<file path="src/rtl/dcbdl_pkg.sv">
package dcbdl_pkg;

  // Delay line geometry
  localparam int unsigned DELAY_DEPTH = 1024;
  localparam int unsigned DL_AW       = $clog2(DELAY_DEPTH);
  localparam int unsigned DL_CW       = $clog2(DELAY_DEPTH + 1);

  // Sample and coefficient widths
  localparam int unsigned SAMPLE_W = 32;
  localparam int unsigned OUT_W    = 16;
  localparam int unsigned VOL_W    = 17;
  localparam int unsigned POLE_W   = 16;
  localparam int unsigned COEFF_W  = 17;
  localparam int unsigned TARGET_W = 18;
  localparam int unsigned DELAY_W  = 10;
  localparam int unsigned ENV_W    = 17;

  // Shared multiplier operand widths
  localparam int unsigned MUL_AW = SAMPLE_W;
  localparam int unsigned MUL_BW = 18;
  localparam int unsigned MUL_PW = MUL_AW + MUL_BW;

  // APB register file
  localparam int unsigned APB_AW  = 5;
  localparam int unsigned APB_DW  = 32;
  localparam int unsigned REG_IW  = 3;

  localparam logic [REG_IW-1:0] REG_VOLUME  = 3'd0;
  localparam logic [REG_IW-1:0] REG_DC_POLE = 3'd1;
  localparam logic [REG_IW-1:0] REG_ATTACK  = 3'd2;
  localparam logic [REG_IW-1:0] REG_RELEASE = 3'd3;
  localparam logic [REG_IW-1:0] REG_LIMIT   = 3'd4;
  localparam logic [REG_IW-1:0] REG_DELAY   = 3'd5;

  localparam logic [VOL_W-1:0]    RST_VOLUME  = 17'd58386;
  localparam logic [POLE_W-1:0]   RST_DC_POLE = 16'd65208;
  localparam logic [COEFF_W-1:0]  RST_ATTACK  = 17'd19661;
  localparam logic [COEFF_W-1:0]  RST_RELEASE = 17'd655;
  localparam logic [TARGET_W-1:0] RST_LIMIT   = 18'd39322;
  localparam logic [DELAY_W-1:0]  RST_DELAY   = 10'd100;

  // Unity in Q1.16
  localparam logic [ENV_W-1:0] ONE_Q16 = 17'd65536;

  typedef enum logic [2:0] {
    ST_IDLE,
    ST_DCPOLE,
    ST_BLOCK,
    ST_ENV,
    ST_GAIN,
    ST_OUT
  } state_e;

  typedef enum logic [1:0] {
    OP_SCALE,
    OP_DC,
    OP_ENV,
    OP_OUT
  } mul_op_e;

  typedef struct packed {
    logic    mul_en;
    mul_op_e op;
    logic    scaled_en;
    logic    block_en;
    logic    env_en;
    logic    out_load;
  } ctrl_t;

endpackage

</file>
<file path="src/rtl/dcbdl_mul.sv">
module dcbdl_mul (
  input  logic                                 clk_i,
  input  logic                                 en_i,
  input  logic signed [dcbdl_pkg::MUL_AW-1:0]  a_i,
  input  logic signed [dcbdl_pkg::MUL_BW-1:0]  b_i,
  output logic signed [dcbdl_pkg::MUL_PW-1:0]  prod_o
);
  import dcbdl_pkg::*;

  logic signed [MUL_PW-1:0] prod_d;
  logic signed [MUL_PW-1:0] prod_q;

  assign prod_d = MUL_PW'(a_i) * MUL_PW'(b_i);

  always_ff @(posedge clk_i) begin
    if (en_i) begin
      prod_q <= prod_d;
    end
  end

  assign prod_o = prod_q;

endmodule

</file>
<file path="config.mk">
export PLATFORM = sky130hd
export DESIGN_NAME = dcbdl_mul
export DESIGN_NICKNAME = d
export VERILOG_FILES = /design/src/rtl/dcbdl_pkg.sv /design/src/rtl/dcbdl_mul.sv
export SDC_FILE = /design/constraint.sdc
export NUM_CORES = 2
export LEC_CHECK = 0
export BUFFER_PORTS_ARGS = -buffer_cell sky130_fd_sc_hd__buf_2
export CAP_MARGIN = 20
export CORE_ASPECT_RATIO = 1.1
export CORE_MARGIN = 2
export CORE_UTILIZATION = 43
export DETAILED_ROUTE_END_ITERATION = 10
export SYNTH_ARGS = -nofsm -noshare
export SYNTH_HDL_FRONTEND = slang
export SYNTH_SLANG_ARGS = --single-unit
export TNS_END_PERCENT = 20
</file>
<file path="constraint.sdc">
create_clock -name clk_i -period 7.9 [get_ports clk_i]
set_clock_uncertainty 0.2 [all_clocks]
set_input_delay 0.79 -clock clk_i [delete_from_list [all_inputs] [get_ports clk_i]]
set_output_delay 0.79 -clock clk_i [all_outputs]
set_load 0.01 [all_outputs]
</file>
# [Yosys cells after proc, flatten, opt, wreduce, memory -nomap -nowiden]
# Index checks and enable logic that the tools add are counted.
[classes] addsub=0 mul=1 div_mod_pow=0 magnitude_cmp=0 n_eq_ne=0 n_shift=0 muxes=0 bitwise_logic=0 reduce_logical=0
[ops] op="$mul A32 B18 Y50" n=1
[word_totals] register_bits=50 latchBits=0 mem_bits_rw=0 romBits=0 input_bits=52 output_inout_bits=50 wordCells=2 memories=0

# [Depth between registers and ports, before layout]
[logic_depth] depth_word=1 depth_mapped=25 mapped_depth_nobuf=24

# [Worst setup path after synthesis]
# No wires, ideal clock.
[synth_timing] path_type="in2reg" startpoint="in a_i[19] (netlist name)" endpoint="reg prod_q[41], in the netlist prod_o[41] (data pin)" setup_ns=0.262 arrival_time_ns=6.460 t_required_ns=7.438 path_slack_ns=0.978 stages=21 n_path_buf=2 cell_sequence="clkbuf_1 clkbuf_1 nand2_1 fa_1 fa_1 fa_1 inv_1 fa_1 fa_1 inv_1 fa_1 inv_1 ha_1 a2111oi_4 o21ai_2 a31oi_2 nor2_1 or3b_4 a311o_1 a211oi_1 nor2_1"
[synth_via] elab_chain_cells=1
[synth_rtl] item="start: declaration" line="dcbdl_mul.sv:4" rtl="input logic signed [dcbdl_pkg::MUL_AW-1:0] a_i,"
[synth_rtl] item="$mul A32 B18 Y50" line="dcbdl_mul.sv:13" rtl="assign prod_d = MUL_PW'(a_i) * MUL_PW'(b_i);"
[synth_rtl] item="named net prod_d[41]" line="dcbdl_mul.sv:10" rtl="logic signed [MUL_PW-1:0] prod_d;"
[synth_rtl] item="end signal: assignment" line="dcbdl_mul.sv:17" rtl="prod_q <= prod_d;"
[synth_rtl] item="end: declaration" line="dcbdl_mul.sv:11" rtl="logic signed [MUL_PW-1:0] prod_q;"
# The timed path passes the listed nets, and every way through them passes these cells.
# A chain may end at the register's enable or synchronous reset.

# [Final worst setup path]
[layout_timing] startpoint="in b_i[3] (netlist name)" endpoint="reg prod_q[45], in the netlist prod_o[45] (data pin)"
[layout_via] elab_chain_cells=1
[layout_rtl] item="start: declaration" line="dcbdl_mul.sv:5" rtl="input logic signed [dcbdl_pkg::MUL_BW-1:0] b_i,"
[layout_rtl] item="$mul A32 B18 Y50" line="dcbdl_mul.sv:13"
[layout_rtl] item="named net prod_d[45]" line="dcbdl_mul.sv:10"
# The timed path passes the listed nets, and every way through them passes these cells.

==> results_dict.tcl <==
set metrics [dict create \
    status "finished clean" \
    cts_resized 0 \
    antenna_found_initial 6 \
    nets 3060 \
    synth_edf_count 50 \
    die_y_um 238 \
    slowest_delay_ns 0.88 \
    synth_most_common_cell "inv_1" \
    yosys.area.top_type "fa_1" \
    hold_end "prod_o[0]$_DFFE_PP_" \
    post_cts_buffers 0 \
    synthCells 2296 \
    synth_area_um2 21300 \
    coreArea_um2 49000 \
    grt_util_met3_pct 3.52 \
    ioPinCount 102 \
    fin_cells 2990 \
    slowest_stage "fa_1" \
    min_path_cells 2 \
    dieArea_um2 51400 \
    dp_hpwl_um 44600 \
    finalMaxSlewViolations 0 \
    worst_pin_slew_ns 0.801 \
    ctsHoldBuffers 0 \
    num_vias 15000 \
    yosysUniqueCellTypes 56 \
    grt_pass1_wl_um 91400 \
    max_freq_mhz 135 \
    cts_max_path_buffers 2 \
    finalCritPeriodShare_pct 93.9 \
    wirelength_um 54500 \
    grt_overflow 0 \
    grt_max_degree 51 \
    numCtsBuffers 5 \
    setup_viol 0 \
    grt_pass1_vias 17100 \
    maxSlewHeadroom_pct 46.6 \
    io_buffer_count 101 \
    rows 85 \
    avgSynthCellArea_um2 9.29 \
    cp_cell_sequence "buf_2 -> nand2_1 -> inv_1 -> fa_1 -> fa_1 -> fa_1 -> fa_1 -> fa_1 -> fa_1 -> ha_1 -> a21oi_1 -> o21ai_0 -> a311oi_1 -> a31oi_1 -> o41ai_1 -> o21bai_1 -> xor2_1" \
    final_util_pct 46.4 \
    synthFlopType "edfxtp_1" \
    critPathLaunchType "input pin" \
    crit_arrival_ns 7.30 \
    drive_above_1_share_pct 6.43 \
    avgViaCountPerCell 5.03 \
    clock_tree.root_cell "clkbuf_16" \
    dp_cells 2979 \
    h-tree-depth 2 \
    met1_usage_pct 28.8 \
    min_from "a_i[0]" \
    cp_data_required_time_ns 7.78 \
    crit_buf_inv 2 \
    yosys_register_bits 50 \
    rsz0062_at_grt "no" \
    ant_nets 0 \
    yosys_warnings 0 \
    cts.sinks 50 \
    clk_pin_slew_ns 0.07 \
    synth_common_cells "inv_1 (623), fa_1 (553), nand2_1 (340)" \
    cp-end-kind "register" \
    path_delay_family "adder cells" \
    period_needed_ns 7.42 \
    firstDrtPassIters 5 \
    yosysTopAreaCellShare_pct 51.9 \
    hold_class "input pin to register" \
    netlist_top_cells_area "fa_1 (52%), inv_1 (11%), ha_1 (7.1%)" \
    place_congestion 0.903 \
    critPathMaxFanout 26 \
    synth-async-reset-ratio_pct 0 \
    drv_cap 0 \
    hold_violations 0 \
    globalRouteMet2Util_pct 40.4 \
    die_x_um 216 \
    cts_tree "built" \
    fin_setup_tns_ns 0 \
    largest_reg_flops 50 \
    grt_usage_pct 22.9 \
    synth_fp_nets 3022 \
    wl_per_cell_um 18.2 \
    area_growth_pct 6.66 \
    path_common_cell "fa_1" \
    drcViolationCount 0 \
    start_util_pct 43.5 \
    top_usage_layer "met2" \
    drt-initial-drc-count 714 \
    crit_type "input pin to register" \
    ys_seq_area_share_pct 7.04 \
    final.fill_count 4697 \
]
metrics by stage:
step / setup slack (ns) / cell area [µm²] / hold slack, ns
after global placement: 0.118 / 22600 / 1.00
after floorplan: 0.978 / 21300 / 0.702
final: 0.479 / 22800 / 0.860
after global routing: 0.0106 / 22700 / 0.872
after detailed placement: 0.132 / 22600 / 1.00
after CTS: 0.460 / 22700 / 0.844
cells in the final DEF (no fill, tap or decap), drive strengths merged, types with 10 or more instances in the layout:
cell type	netlist	layout
nand2b	14	14
a31oi	10	10
a21oi	46	46
ha	121	121
xor2	15	15
inv	623	623
a21o	17	17
buf	3	133
nor2	44	44
edfxtp	50	50
xnor2	35	35
fa	553	553
and2	231	231
o21ai	25	25
nand2	340	340
layer usage:
metal / up-vias / routed length, µm
li1: 6650 / -
met1: 7932 / 22500
met2: 363 / 27800
met3: 83 / 2560
met4: 4 / 1570
met5: - / 22
worst max-delay path by stage:
stage                  from  cells after the start                   end  slack, ns
detailed placement   b_i[3]                     17  prod_o[45]$_DFFE_PP_       0.13
CTS                  b_i[3]                     17  prod_o[45]$_DFFE_PP_       0.46
global placement     b_i[3]                     17  prod_o[45]$_DFFE_PP_       0.12
floorplan           a_i[19]                     21  prod_o[41]$_DFFE_PP_       0.98
global route         b_i[2]                     20  prod_o[45]$_DFFE_PP_       0.01
finish               b_i[3]                     17  prod_o[45]$_DFFE_PP_       0.48
area by class of cell:
type | count | area (µm²) | share of cell area [%]
sequential | 50 | 1500 | 6.60
multi-input combinational | 1520 | 17100 | 75.2
antenna | 4 | 10.0 | 0.0440
inverter | 624 | 2340 | 10.3
timing repair buffer | 133 | 846 | 3.72
tap | 652 | 816 | 3.59
clock buffer | 7 | 133 | 0.583
cell families after synthesis:
logic type      share of synthesized area, %
simple gates                            14.7
xor+xnor                                2.05
compound gates                          4.34
flops                                   7.04
buf+inv                                 12.8
mux                                   0.0469
fa+ha+maj                               59.0
Power is not shown: default switching activity piles up to over one toggle a cycle in this logic, so the estimate is an artifact.
