$ cat config.mk
export PLATFORM = sky130hd
export DESIGN_NAME = dcbdl_ctrl
export DESIGN_NICKNAME = d
export VERILOG_FILES = /design/src/rtl/dcbdl_pkg.sv /design/src/rtl/dcbdl_ctrl.sv
export SDC_FILE = /design/constraint.sdc
export NUM_CORES = 1
export LEC_CHECK = 0
export ABC_CLOCK_PERIOD_IN_PS = 1650
export BUFFER_PORTS_ARGS = -buffer_cell sky130_fd_sc_hd__buf_4
export CAP_MARGIN = 5
export CORE_AREA = 2 2 39 41
export CTS_CLUSTER_DIAMETER = 100
export DETAILED_ROUTE_END_ITERATION = 10
export DIE_AREA = 0 0 41 43
export PLACE_DENSITY_LB_ADDON = 0.05
export SYNTH_ARGS = -nofsm -noshare
export SYNTH_HDL_FRONTEND = slang
export SYNTH_SLANG_ARGS = --single-unit
export TNS_END_PERCENT = 30
$ cat constraint.sdc
create_clock -name clk_i -period 1.65 [get_ports clk_i]
set_input_delay 0.165 -clock clk_i [delete_from_list [all_inputs] [get_ports clk_i]]
set_output_delay 0.165 -clock clk_i [all_outputs]
set_load 0.02 [all_outputs]
$ cat src/rtl/dcbdl_pkg.sv
package dcbdl_pkg;

  // Delay line geometry
  localparam int unsigned DELAY_DEPTH = 1024;
  localparam int unsigned DL_AW       = $clog2(DELAY_DEPTH);
  localparam int unsigned DL_CW       = $clog2(DELAY_DEPTH + 1);

  // Sample and coefficient widths
  localparam int unsigned SAMPLE_W = 32;
  localparam int unsigned OUT_W    = 16;
  localparam int unsigned VOL_W    = 17;
  localparam int unsigned POLE_W   = 16;
  localparam int unsigned COEFF_W  = 17;
  localparam int unsigned TARGET_W = 18;
  localparam int unsigned DELAY_W  = 10;
  localparam int unsigned ENV_W    = 17;

  // Shared multiplier operand widths
  localparam int unsigned MUL_AW = SAMPLE_W;
  localparam int unsigned MUL_BW = 18;
  localparam int unsigned MUL_PW = MUL_AW + MUL_BW;

  // APB register file
  localparam int unsigned APB_AW  = 5;
  localparam int unsigned APB_DW  = 32;
  localparam int unsigned REG_IW  = 3;

  localparam logic [REG_IW-1:0] REG_VOLUME  = 3'd0;
  localparam logic [REG_IW-1:0] REG_DC_POLE = 3'd1;
  localparam logic [REG_IW-1:0] REG_ATTACK  = 3'd2;
  localparam logic [REG_IW-1:0] REG_RELEASE = 3'd3;
  localparam logic [REG_IW-1:0] REG_LIMIT   = 3'd4;
  localparam logic [REG_IW-1:0] REG_DELAY   = 3'd5;

  localparam logic [VOL_W-1:0]    RST_VOLUME  = 17'd58386;
  localparam logic [POLE_W-1:0]   RST_DC_POLE = 16'd65208;
  localparam logic [COEFF_W-1:0]  RST_ATTACK  = 17'd19661;
  localparam logic [COEFF_W-1:0]  RST_RELEASE = 17'd655;
  localparam logic [TARGET_W-1:0] RST_LIMIT   = 18'd39322;
  localparam logic [DELAY_W-1:0]  RST_DELAY   = 10'd100;

  // Unity in Q1.16
  localparam logic [ENV_W-1:0] ONE_Q16 = 17'd65536;

  typedef enum logic [2:0] {
    ST_IDLE,
    ST_DCPOLE,
    ST_BLOCK,
    ST_ENV,
    ST_GAIN,
    ST_OUT
  } state_e;

  typedef enum logic [1:0] {
    OP_SCALE,
    OP_DC,
    OP_ENV,
    OP_OUT
  } mul_op_e;

  typedef struct packed {
    logic    mul_en;
    mul_op_e op;
    logic    scaled_en;
    logic    block_en;
    logic    env_en;
    logic    out_load;
  } ctrl_t;

endpackage

$ cat src/rtl/dcbdl_ctrl.sv
module dcbdl_ctrl (
  input  logic             clk_i,
  input  logic             rst_ni,
  input  logic             in_valid_i,
  input  logic             out_busy_i,
  input  logic             out_ready_i,
  output logic             in_ready_o,
  output dcbdl_pkg::ctrl_t ctrl_o
);
  import dcbdl_pkg::*;

  state_e state_q, state_d;
  logic   out_free;

  assign out_free = !out_busy_i || out_ready_i;

  always_comb begin
    state_d = state_q;
    unique case (state_q)
      ST_IDLE:   if (in_valid_i) state_d = ST_DCPOLE;
      ST_DCPOLE: state_d = ST_BLOCK;
      ST_BLOCK:  state_d = ST_ENV;
      ST_ENV:    state_d = ST_GAIN;
      ST_GAIN:   state_d = ST_OUT;
      ST_OUT:    if (out_free) state_d = ST_IDLE;
      default:   state_d = ST_IDLE;
    endcase
  end

  always_comb begin
    ctrl_o     = '0;
    ctrl_o.op  = OP_SCALE;
    in_ready_o = 1'b0;
    unique case (state_q)
      ST_IDLE: begin
        in_ready_o    = 1'b1;
        ctrl_o.mul_en = in_valid_i;
        ctrl_o.op     = OP_SCALE;
      end
      ST_DCPOLE: begin
        ctrl_o.scaled_en = 1'b1;
        ctrl_o.mul_en    = 1'b1;
        ctrl_o.op        = OP_DC;
      end
      ST_BLOCK: begin
        ctrl_o.block_en = 1'b1;
        ctrl_o.mul_en   = 1'b1;
        ctrl_o.op       = OP_ENV;
      end
      ST_ENV: begin
        ctrl_o.env_en = 1'b1;
      end
      ST_GAIN: begin
        ctrl_o.mul_en = 1'b1;
        ctrl_o.op     = OP_OUT;
      end
      ST_OUT: begin
        ctrl_o.out_load = out_free;
      end
      default: begin
        ctrl_o = '0;
      end
    endcase
  end

  always_ff @(posedge clk_i or negedge rst_ni) begin
    if (!rst_ni) begin
      state_q <= ST_IDLE;
    end else begin
      state_q <= state_d;
    end
  end

endmodule

# [Word-level counts from Yosys, hierarchy flattened]
# Cells that the tools add are included.
[classes] eq_ne=7 n_reduce_logical=4 muxes=9
[ops] operator="case mux 3 bit (6 select lines)" n=1
[ops] operator="case mux 3 bit (4 select lines)" n=1
[ops] operator="equality test 3 x 2 -> 1 bit (second input constant)" n=2
[ops] operator="equality test 3 bit (second input constant)" n=2
[ops] operator="two-way mux 3 bit" n=2
[ops] operator="two-way mux 1 bit" n=5
[ops] operator="!= test 2 bit (second input constant)" n=2
[ops] operator="equality test 3 x 1 -> 1 bit (second input constant)" n=1
[ops] operator="logical NOT 3 bit" n=1
[ops] operator="AND reduction 2 bit" n=1
[ops] operator="logical NOT 1 bit" n=1
[ops] operator="logical OR 1 bit" n=1
[word_totals] register_bits=3 wordCells=21 output_inout_bits=8

# [Depth between registers and ports, before layout]
# Gate-level depths: netlist of the first run.
[logic_depth] depth_word=4 mapped_depth=4 depth_no_buf=3

# [Worst setup path after synthesis of the first run]
# OpenSTA, ideal clock, no wires.
[synth_path] path_kind="reg2out" from="register state_q[1]" to="output port ctrl_o[6] (netlist bit)" arrival_time_ps=1130 path_stages_with_launch=4 setup_slack_ps=355 path_buffers=1 path_cell_list="dfrtp_1 > buf_4 > maj3_2 > a21oi_1"
[synth_lines] item="from (decl)" line="dcbdl_ctrl.sv:12" text="state_e state_q, state_d;"
[synth_lines] item="from (signal assigned)" line="dcbdl_ctrl.sv:70" text="state_q <= state_d;"
[synth_lines] item="to (decl)" line="dcbdl_ctrl.sv:8" text="output dcbdl_pkg::ctrl_t ctrl_o"

==> summary.txt, run 1 <==
Status
  • Run status: complete, no violations

Synthesis
  • Ys async rst share: 100.0%
  • Cell count after synthesis: 27
  • Synth area leader: sky130_fd_sc_hd__dfrtp_1
  • Compound-cell area share of the yosys netlist: 13.17%
  • Number of synthesized register bits: 3
  • Most used standard cell by instance count after synthesis: sky130_fd_sc_hd__nor3_1
  • EDFF count, synth: 0
  • Basic-gate share of the synthesized area counting and, or, nand and nor cells: 26.83%
  • Leading register cell type out of synthesis: sky130_fd_sc_hd__dfrtp_1
  • Leading post-synthesis cells by instance count: 4 x sky130_fd_sc_hd__nor3_1, 3 x sky130_fd_sc_hd__dfrtp_1, 3 x sky130_fd_sc_hd__inv_1, 3 x sky130_fd_sc_hd__nor2_1, 3 x sky130_fd_sc_hd__xnor2_1
  • Number of nets produced by synthesis: 32
  • Portion of the post-synthesis area used by sequential elements: 29.27%
  • Multiplexer share of the synthesized area: 0%
  • Largest family of logic cells by synthesized area: simple AND/OR/NAND/NOR gates
  • Post-synthesis adder-cell area fraction: 4.390%
  • Combined area of all synthesized cells: 256.5 um^2
  • Distinct cell type count of the synthesized netlist: 15
  • Synthesis Warnings: 0
  • Ranking of synthesized cells by area: sky130_fd_sc_hd__dfrtp_1 29%, sky130_fd_sc_hd__xnor2_1 10%, sky130_fd_sc_hd__buf_6 8.8%, sky130_fd_sc_hd__nand3b_4 7.8%, sky130_fd_sc_hd__nor3_1 7.8%
  • Xor-xnor portion of the synthesized cell area: 10.24%
  • Share of Yosys cell area claimed by the top area cell type: 29.27%
  • Avg Cell Area, Syn: 9.500 um^2

Clocking
  • Clock insertion delay at the later pin of the skew report: 0.23 ns
  • Number of CTS-inserted buffers: 3
  • Post-CTS Repair Setup Buffers: 0
  • Clock-pin slew on the worst setup and hold paths: 0.04 ns
  • TritonCTS clock tree: built
  • Sink count of the clock tree: 3
  • H-tree depth: 1
  • CTS Root Cell: sky130_fd_sc_hd__clkbuf_4
  • Bufs on Longest Clock Path: 2

Die
  • Core footprint: 1384 um^2
  • I/O pin count: 13
  • Cell Rows: 14
  • Area of the die: 1763 um^2
  • Starting density of the core: 18.54%
  • X dimension of the die: 41 um
  • Die height: 43 um

Routing
  • Number of DRC markers in iteration 0: 7
  • Number of nets with antenna violations after routing: 0
  • Final routed wirelength across all metal layers: 578 um
  • Average routed wire per standard cell: 9.966 um
  • DR pass1 iterations: 3
  • Total via count in the routed design: 248
  • Ratio of routed vias to standard cells: 4.276
  • Remaining design rule violation count: 0

Critical path
  • Arrival time reported for the critical path endpoint: 1.40 ns
  • Cell depth of the worst flop-to-flop path: 3
  • Type of element capturing the critical path: output port
  • Critical path's largest stage delay: 0.51 ns
  • Max stage delay cell, worst path: sky130_fd_sc_hd__dfrtp_1
  • Type of element launching the critical path: flop
  • Worst path depth: 3
  • Cell-by-cell listing of the critical path: maj3_2, a21oi_1, buf_4
  • Class of the most critical setup path: reg2out
  • Buf/Inv on CP: 1
  • Peak fanout along the critical path: 12
  • Worst endpoint required time: 1.48 ns
  • CP delay by family, top: flip-flops

Place
  • Weighted congestion at the end of routability-driven global placement: 0.6605
  • DP Worst Slack: 0.3242 ns
  • Detailed Place HPWL: 417.5 um
  • Placed Instance Area: 344.1 um^2
  • Port Buf Inserts: 12

Cells and area
  • Area taken by flip-flops and latches: 76.32 um^2
  • Fillcell total: 154
  • Area used by multi-input combinational logic: 140.1 um^2
  • Net count reported at finish: 48
  • Synthesis-to-finish area growth: 48.78%
  • Flip-flop count of the largest register, all copies and words added: 3
  • Most flop-heavy register: state_q
  • Area of all placed cells without fillers: 381.6 um^2
  • Fraction of layout cells with a size suffix above 1: 50.00%
  • Diode count: 0
  • Top Registers: state_q (3)

GRT
  • Total gr overflow: 0
  • Antenna violations before repair: 0
  • Number of global-route vias before repair: 243
  • Maximum number of pins on one net before global-route repair: 13
  • Tot GR Track Use: 9.045%
  • Global-route wire length before repair: 945 um

Power
  • Cell leakage power: 0.1840 nW
  • Peak supply drop: 0.6308 mV
  • Cell Pwr Density: 2333 nW/um^2

Hold path
  • Path class of the lowest-slack min-delay path: in2reg
  • Count of cells along the worst hold path: 3

Flow run
  • Total of max-cap violations: 0

STA
  • Final hold slack: 0.2134 ns
  • Setup clock skew after layout: 0.002001 ns
  • Achievable frequency: 638.2 MHz
  • Setup slack of the critical path after layout: 0.08319 ns
  • Setup repair after global routing missed its margin: no
  • Final Max Tran Viols: 0
  • Setup total negative slack: 0 ns
  • Fin crit period: 1.567 ns
  • Post-route fraction of the period consumed by the critical path: 94.96%
  • Final Hold Violating Endpoints: 0
  • Setup violation total in the final timing report: 0
  • Max transition margin: 72.97%
  • Slew of the pin with the lowest slew margin: 0.4055 ns
## timing repair
item / 4_1_cts / 5_1_grt
setup endpoints to repair: 0 / 1
hold endpoints to repair: 3 / 0
hold buffers: 1 / 0
resized for setup: 0 / 1
## worst min-delay path: stages
cell and delay, ns:
sky130_fd_sc_hd__buf_4 0.12, sky130_fd_sc_hd__nand3b_4 0.06, sky130_fd_sc_hd__a221oi_2 0.05
## path summary, 6_finish.rpt
| kind | startpoint | to | slack, ns |
|---|---|---|---|
| min in group asynchronous | rst_ni | state_q[1]$_DFFE_PN0P_ | 0.26 |
| min reg2reg | state_q[0]$_DFFE_PN0P_ | state_q[0]$_DFFE_PN0P_ | 0.59 |
| max | state_q[2]$_DFFE_PN0P_ | ctrl_o[6] | 0.08 |
| min | out_busy_i | state_q[0]$_DFFE_PN0P_ | 0.21 |
| max reg2reg | state_q[2]$_DFFE_PN0P_ | state_q[0]$_DFFE_PN0P_ | 0.46 |
| max in group asynchronous | rst_ni | state_q[0]$_DFFE_PN0P_ | 1.28 |
## cell type report
type | count | share of cell area [%]
clock buffer | 4 | 6.885
inverter | 3 | 2.951
multi-input combinational | 18 | 36.72
sequential | 3 | 20.00
tap | 16 | 5.246
timing repair buffer | 14 | 28.20
## cells in the final DEF, fill, tap and decap left out
cell,Yosys,final
sky130_fd_sc_hd__a21oi_1,1,1
sky130_fd_sc_hd__a221oi_2,1,1
sky130_fd_sc_hd__a31o_1,1,1
sky130_fd_sc_hd__buf_4,1,13
sky130_fd_sc_hd__clkbuf_1,0,1
sky130_fd_sc_hd__clkbuf_4,0,3
sky130_fd_sc_hd__dfrtp_1,3,2
sky130_fd_sc_hd__dfrtp_2,0,1
sky130_fd_sc_hd__dlygate4sd3_1,0,1
sky130_fd_sc_hd__inv_1,3,3
sky130_fd_sc_hd__maj3_2,1,1
sky130_fd_sc_hd__nand3b_4,1,1
sky130_fd_sc_hd__nor2_1,3,3
sky130_fd_sc_hd__nor3_1,4,4
sky130_fd_sc_hd__nor3_2,1,1
sky130_fd_sc_hd__nor3b_1,1,1
sky130_fd_sc_hd__o21ai_0,1,1
sky130_fd_sc_hd__xnor2_1,3,3
## routing by layer
metal  global-route usage [%]  vias to the layer above  wire length, um
li1                         -                      123                -
met1                    9.032                      110              225
met2                    11.56                       11              289
met3                    2.094                        4               27
met4                    14.00                        0               36
met5                        0                        -                0
## through the flow
step                utilization (%)  total power [mW]  instances
CTS                           27.49            0.9045         58
floorplan                         -            0.6014         27
global route                  27.58            0.9627         58
finish                        27.58            0.8902         58
global placement              24.86            0.7628         53
detailed placement            24.86            0.7640         53
## cells by family after synthesis
logic type,after synthesis
xor+xnor,3
fa+ha+maj,1
compound gates,4
simple gates,10
buf+inv,6
flops,3
## where the power goes
group	switching (mW)	leakage (nW)	internal, mW
Sequential	0.105	0.0363	0.110
Clock	0.0394	0.0150	0.0907
Combinational	0.278	0.133	0.266
Note: power is estimated with default switching activity, not from simulation.
==> inputs of run 2 (changes only) <==
- PLACE_DENSITY: default -> 0.46
- PLACE_DENSITY_LB_ADDON: 0.05 -> default
==> summary.txt, run 2 (synthesized netlist as in run 1, its figures left out) <==
Cells and area
  • Post-route non-filler standard cell count: 58 (unchanged)
  • Top Registers: state_q (3) (unchanged)
  • Most flop-heavy register: state_q (unchanged)
  • Post-layout util: 27.49% (was 27.58%)
  • Synthesis-to-finish area growth: 48.29% (was 48.78%)
  • Fillcell total: 158 (was 154)
  • Fraction of layout cells with a size suffix above 1: 47.62% (was 50.00%)
  • Commonest non-fill, non-tap cells in the layout: 13 x sky130_fd_sc_hd__buf_4, 4 x sky130_fd_sc_hd__nor3_1 (unchanged)
  • Commonest non-fill, non-tap cell in the layout: sky130_fd_sc_hd__buf_4 (unchanged)
  • Area taken by flip-flops and latches: 75.07 um^2 (was 76.32 um^2)
  • Area used by multi-input combinational logic: 140.1 um^2 (unchanged)
  • Net count reported at finish: 48 (unchanged)
  • Diode count: 0 (unchanged)
  • Flip-flop count of the largest register, all copies and words added: 3 (unchanged)

STA
  • Setup clock skew after layout: 0.0001454 ns (was 0.002001 ns)
  • Setup repair after global routing missed its margin: no (unchanged)
  • Achievable frequency: 642.0 MHz (was 638.2 MHz)
  • Final Max Tran Viols: 0 (unchanged)
  • Final hold slack: 0.2207 ns (was 0.2134 ns)
  • Max transition margin: 76.27% (was 72.97%)
  • Fin crit period: 1.558 ns (was 1.567 ns)
  • Post-route fraction of the period consumed by the critical path: 94.40% (was 94.96%)
  • Slew of the pin with the lowest slew margin: 0.3559 ns (was 0.4055 ns)
  • Setup total negative slack: 0 ns (unchanged)
  • Setup violation total in the final timing report: 0 (unchanged)
  • Final Hold Violating Endpoints: 0 (unchanged)

Die
  • Area of the die: 1763 um^2 (unchanged)
  • I/O pin count: 13 (unchanged)
  • X dimension of the die: 41 um (unchanged)
  • Core footprint: 1384 um^2 (unchanged)
  • Cell Rows: 14 (unchanged)
  • Die height: 43 um (unchanged)
  • Starting density of the core: 18.54% (unchanged)

Place
  • Placed insts: 53 (unchanged)
  • Port Buf Inserts: 12 (unchanged)
  • Weighted congestion at the end of routability-driven global placement: 0.6740 (was 0.6605)
  • Detailed Place HPWL: 421.2 um (was 417.5 um)

GRT
  • Number of global-route vias before repair: 216 (was 243)
  • Global-route wire length before repair: 924 um (was 945 um)
  • Total gr overflow: 0 (unchanged)
  • Maximum number of pins on one net before global-route repair: 11 (was 13)
  • Tot GR Track Use: 8.652% (was 9.045%)
  • Antenna violations before repair: 0 (unchanged)

Clocking
  • Sink count of the clock tree: 3 (unchanged)
  • Cts-stage hold buffer count: 1 (unchanged)
  • TritonCTS clock tree: built (unchanged)
  • CTS Root Cell: sky130_fd_sc_hd__clkbuf_4 (unchanged)
  • Clock-pin slew on the worst setup and hold paths: 0.04 ns (about the same)
  • Post-CTS Repair Setup Buffers: 0 (unchanged)
  • Quantity of gates resized following cts: 0 (unchanged)
  • Clock insertion delay at the later pin of the skew report: 0.23 ns (about the same)
  • Bufs on Longest Clock Path: 2 (unchanged)
  • Number of CTS-inserted buffers: 3 (unchanged)
  • H-tree depth: 1 (unchanged)

Hold path
  • Startpoint of the worst hold path: out_busy_i (unchanged)
  • Count of cells along the worst hold path: 3 (unchanged)
  • Path class of the lowest-slack min-delay path: in2reg (unchanged)

Critical path
  • Arrival time reported for the critical path endpoint: 1.39 ns (was 1.40 ns)
  • Critical Path Source: state_q[0]$_DFFE_PN0P_ (was state_q[2]$_DFFE_PN0P_)
  • Cell-by-cell listing of the critical path: o21ai_0, nor3b_1, buf_4 (was maj3_2, a21oi_1, buf_4)
  • Max stage delay cell, worst path: sky130_fd_sc_hd__dfrtp_1 (unchanged)
  • Cell depth of the worst flop-to-flop path: 2 (was 3)
  • Worst endpoint required time: 1.48 ns (about the same)
  • Peak fanout along the critical path: 9 (was 12)
  • Critical path's largest stage delay: 0.54 ns (was 0.51 ns)
  • Class of the most critical setup path: reg2out (unchanged)
  • Type of element launching the critical path: flop (unchanged)
  • Type of element capturing the critical path: output port (unchanged)
  • Start of the worst register-to-register path: state_q[0]$_DFFE_PN0P_ (was state_q[2]$_DFFE_PN0P_)

Power
  • Cell leakage power: 0.1851 nW (was 0.1840 nW)
  • Cell Pwr Density: 2336 nW/um^2 (was 2333 nW/um^2)
  • Total Power Consumption: 0.8887 mW (was 0.8902 mW)
  • Peak supply drop: 0.6204 mV (was 0.6308 mV)

Flow run
  • Total of max-cap violations: 0 (unchanged)

Routing
  • Remaining design rule violation count: 0 (unchanged)
  • Average routed wire per standard cell: 10.03 um (was 9.966 um)
  • Number of DRC markers in iteration 0: 5 (was 7)
  • Final routed wirelength across all metal layers: 582 um (was 578 um)
  • Ratio of routed vias to standard cells: 4.069 (was 4.276)
  • Total via count in the routed design: 236 (was 248)
  • DR pass1 iterations: 4 (was 3)
  • Number of nets with antenna violations after routing: 0 (unchanged)

Status
  • Run status: complete, no violations (unchanged)
==> run 2: worst max-delay path, delay by kind of cell (launching register included) <==
kind / cells / cell delay, ns
AOI/OAI and AO/OA: 1 / 0.21
buffers and inverters: 1 / 0.17
DFF: 1 / 0.54
and+or+nand+nor: 1 / 0.24
==> run 2: metrics by stage <==
step                setup WS [ns]  area [um^2]
floorplan                  0.3548        256.5
global placement           0.3062        344.1
detailed placement         0.3272        344.1
CTS                       0.06017        380.4
global route              0.01344        380.4
finish                    0.09245        380.4
==> run 2: final timing paths <==
kind / endpoint / slack [ns]
setup reg to reg: state_q[2]$_DFFE_PN0P_ / 0.53
min in group asynchronous: state_q[2]$_DFFE_PN0P_ / 0.26
hold / removal: state_q[0]$_DFFE_PN0P_ / 0.22
setup / recovery: ctrl_o[0] / 0.09
max in group asynchronous: state_q[1]$_DFFE_PN0P_ / 1.30
hold reg to reg: state_q[1]$_DFFE_PN0P_ / 0.54
==> run 2: power breakdown <==
part	leakage (nW)	internal (mW)	switching (mW)	total (mW)
clock network	0.0150	0.0906	0.0380	0.129
logic	0.133	0.266	0.296	0.563
registers	0.0375	0.108	0.0897	0.197
==> run 2: layout make-up <==
| type | instances | area share [%] |
|---|---|---|
| Multi-Input combinational cell | 18 | 36.84 |
| Timing Repair Buffer | 14 | 28.29 |
| Sequential cell | 3 | 19.74 |
| Clock buffer | 4 | 6.908 |
| Tap cell | 16 | 5.263 |
| Inverter | 3 | 2.961 |
==> run 2: metal layers <==
metal / share of wire (%) / vias to the layer above / GRT usage (%)
met5: 0 / - / 0
met4: 0 / 0 / 6.000
met3: 9.3 / 0 / 6.806
met2: 45 / 8 / 9.688
met1: 45 / 107 / 10.68
li1: - / 121 / -
==> inputs of run 3 (changes only) <==
- BUFFER_PORTS_ARGS: -buffer_cell sky130_fd_sc_hd__buf_4 -> -buffer_cell sky130_fd_sc_hd__clkbuf_2
==> summary.txt, run 3 (synthesized netlist as in run 1, its figures left out) <==
Status
  • Run status: complete, no violations (unchanged)

Cells and area
  • Fraction of layout cells with a size suffix above 1: 50.00% (was 47.62%)
  • Top Registers: state_q (3) (unchanged)
  • Synthesis-to-finish area growth: 37.07% (was 48.29%)
  • Commonest non-fill, non-tap cells in the layout: 12 x sky130_fd_sc_hd__clkbuf_2, 4 x sky130_fd_sc_hd__nor3_1 (was 13 x sky130_fd_sc_hd__buf_4, 4 x sky130_fd_sc_hd__nor3_1)
  • Fillcell total: 148 (was 158)
  • Most flop-heavy register: state_q (unchanged)
  • Net count reported at finish: 48 (unchanged)
  • Area of all placed cells without fillers: 351.6 um^2 (was 380.4 um^2)
  • Commonest non-fill, non-tap cell in the layout: sky130_fd_sc_hd__clkbuf_2 (was sky130_fd_sc_hd__buf_4)
  • Diode count: 0 (unchanged)
  • Flip-flop count of the largest register, all copies and words added: 3 (unchanged)

Routing
  • Number of nets with antenna violations after routing: 0 (unchanged)
  • Final routed wirelength across all metal layers: 588 um (was 582 um)
  • Total via count in the routed design: 247 (was 236)
  • DR pass1 iterations: 2 (was 4)
  • Average routed wire per standard cell: 10.14 um (was 10.03 um)
  • Number of DRC markers in iteration 0: 1 (was 5)
  • Remaining design rule violation count: 0 (unchanged)
  • Ratio of routed vias to standard cells: 4.259 (was 4.069)

GRT
  • GR met3 Demand/Resource: 9.948% (was 6.806%)
  • Tot GR Track Use: 8.862% (was 8.652%)
  • Antenna violations before repair: 0 (unchanged)
  • Total gr overflow: 0 (unchanged)
  • Number of global-route vias before repair: 216 (unchanged)
  • Global-route wire length before repair: 972 um (was 924 um)
  • Layer with the highest usage after global routing: met2 (was met1)
  • Maximum number of pins on one net before global-route repair: 11 (unchanged)
  • Routing usage on met2: 12.19% (was 9.688%)
  • Routing usage on met1: 9.740% (was 10.68%)

Die
  • Area of the die: 1763 um^2 (unchanged)
  • Starting density of the core: 18.54% (unchanged)
  • I/O pin count: 13 (unchanged)
  • X dimension of the die: 41 um (unchanged)
  • Die height: 43 um (unchanged)
  • Cell Rows: 14 (unchanged)
  • Core footprint: 1384 um^2 (unchanged)

STA
  • Setup total negative slack: 0 ns (unchanged)
  • Fin crit period: 1.520 ns (was 1.558 ns)
  • Achievable frequency: 657.9 MHz (was 642.0 MHz)
  • Max transition margin: 76.75% (was 76.27%)
  • Final Hold Violating Endpoints: 0 (unchanged)
  • Setup slack of the critical path after layout: 0.1300 ns (was 0.09245 ns)
  • Post-route fraction of the period consumed by the critical path: 92.12% (was 94.40%)
  • Setup repair after global routing missed its margin: no (unchanged)
  • Setup clock skew after layout: 0.0003214 ns (was 0.0001454 ns)
  • Final Max Tran Viols: 0 (unchanged)
  • Slew of the pin with the lowest slew margin: 0.3487 ns (was 0.3559 ns)
  • Setup violation total in the final timing report: 0 (unchanged)

Place
  • Weighted congestion at the end of routability-driven global placement: 0.6668 (was 0.6740)
  • Placed Instance Area: 314.1 um^2 (was 344.1 um^2)
  • Port Buf Inserts: 12 (unchanged)
  • Detailed Place HPWL: 431.6 um (was 421.2 um)
  • DP Worst Slack: 0.3283 ns (was 0.3272 ns)

Hold path
  • Count of cells along the worst hold path: 3 (unchanged)
  • Startpoint of the worst hold path: out_busy_i (unchanged)
  • Endpoint of the worst hold-timing path: state_q[0]$_DFFE_PN0P_ (unchanged)
  • Path class of the lowest-slack min-delay path: in2reg (unchanged)

Clocking
  • Clock-pin slew on the worst setup and hold paths: 0.04 ns (about the same)
  • Number of CTS-inserted buffers: 3 (unchanged)
  • Bufs on Longest Clock Path: 2 (unchanged)
  • Clock insertion delay at the later pin of the skew report: 0.24 ns (was 0.23 ns)
  • H-tree depth: 1 (unchanged)
  • TritonCTS clock tree: built (unchanged)
  • Post-CTS Repair Setup Buffers: 0 (unchanged)
  • Sink count of the clock tree: 3 (unchanged)
  • CTS Root Cell: sky130_fd_sc_hd__clkbuf_4 (unchanged)

Critical path
  • Critical Path Source: state_q[1]$_DFFE_PN0P_ (was state_q[0]$_DFFE_PN0P_)
  • Peak fanout along the critical path: 10 (was 9)
  • Arrival time reported for the critical path endpoint: 1.36 ns (was 1.39 ns)
  • Worst-case register-to-register setup slack: 0.58 ns (was 0.53 ns)
  • Type of element launching the critical path: flop (unchanged)
  • Start of the worst register-to-register path: state_q[2]$_DFFE_PN0P_ (was state_q[0]$_DFFE_PN0P_)
  • Max stage delay cell, worst path: sky130_fd_sc_hd__dfrtp_1 (unchanged)
  • Critical path's largest stage delay: 0.49 ns (was 0.54 ns)
  • Buf/Inv on CP: 1 (unchanged)
  • Cell-by-cell listing of the critical path: maj3_2, a21oi_1, clkbuf_2 (was o21ai_0, nor3b_1, buf_4)
  • Worst endpoint required time: 1.48 ns (about the same)
  • Cell depth of the worst flop-to-flop path: 3 (was 2)
  • Class of the most critical setup path: reg2out (unchanged)
  • Type of element capturing the critical path: output port (unchanged)
  • CP delay by family, top: flip-flops (unchanged)
  • FF-to-FF End: state_q[0]$_DFFE_PN0P_ (was state_q[2]$_DFFE_PN0P_)

Power
  • Cell Pwr Density: 2370 nW/um^2 (was 2336 nW/um^2)
  • Peak supply drop: 0.8748 mV (was 0.6204 mV)
  • Total Power Consumption: 0.8332 mW (was 0.8887 mW)
  • Cell leakage power: 0.1756 nW (was 0.1851 nW)

Flow run
  • Total of max-cap violations: 0 (unchanged)
-- run 3: cell types whose count changed in the layout (fill, tap and decap cells not counted) --
cell | previous run | this run
sky130_fd_sc_hd__dfrtp_1 | 3 | 2
sky130_fd_sc_hd__dfrtp_2 | 0 | 1
sky130_fd_sc_hd__buf_4 | 13 | 1
sky130_fd_sc_hd__clkbuf_2 | 0 | 12
-- run 3: stage by stage --
stage               std cells  hold WS [ns]  utilization (%)
floorplan                  27       -0.1306                -
global placement           53      -0.03350            22.69
detailed placement         53      -0.03532            22.69
CTS                        58        0.2047            25.32
global route               58        0.2084            25.41
finish                     58        0.2040            25.41
-- run 3: how the worst max path moves through the flow --
stage / to / slack, ns / cells past startpoint
3_5_place_dp: ctrl_o[0] / 0.33 / 3
6_report: ctrl_o[6] / 0.13 / 3
2_1_floorplan: ctrl_o[6] / 0.35 / 3
3_3_place_gp: ctrl_o[0] / 0.29 / 3
5_1_grt: ctrl_o[0] / 0.06 / 3
4_1_cts: ctrl_o[0] / 0.03 / 3
-- run 3: per-layer routing --
layer / share of wire [%] / up-vias
li1: - / 119
met1: 42 / 116
met2: 44 / 12
met3: 13 / 0
met4: 0 / 0
met5: 0 / -
-- run 3: tightest hold or removal path: stages --
cell	delay, ns
sky130_fd_sc_hd__clkbuf_2	0.11
sky130_fd_sc_hd__nand3b_4	0.07
sky130_fd_sc_hd__a221oi_2	0.05
-- run 3: what timing repair did --
item / CTS / global route
resized for setup: 0 / 1
endpoints found under the setup margin: 0 / 1
endpoints found under the hold margin: 3 / 0
hold buffers: 1 / 0
-- run 3: layout make-up --
class	count	area (um^2)	share of cell area [%]
Multi-Input combinational cell	18	140.1	39.86
Timing Repair Buffer	14	77.57	22.06
Sequential cell	3	76.32	21.71
Clock buffer	4	26.28	7.473
Tap cell	16	20.02	5.694
Inverter	3	11.26	3.203
-- run 3: power by group --
part,internal (mW),total [mW],switching (mW),leakage [nW]
sequential,0.111,0.198,0.0872,0.0363
combinational,0.205,0.502,0.297,0.124
clock,0.0909,0.133,0.0425,0.0150
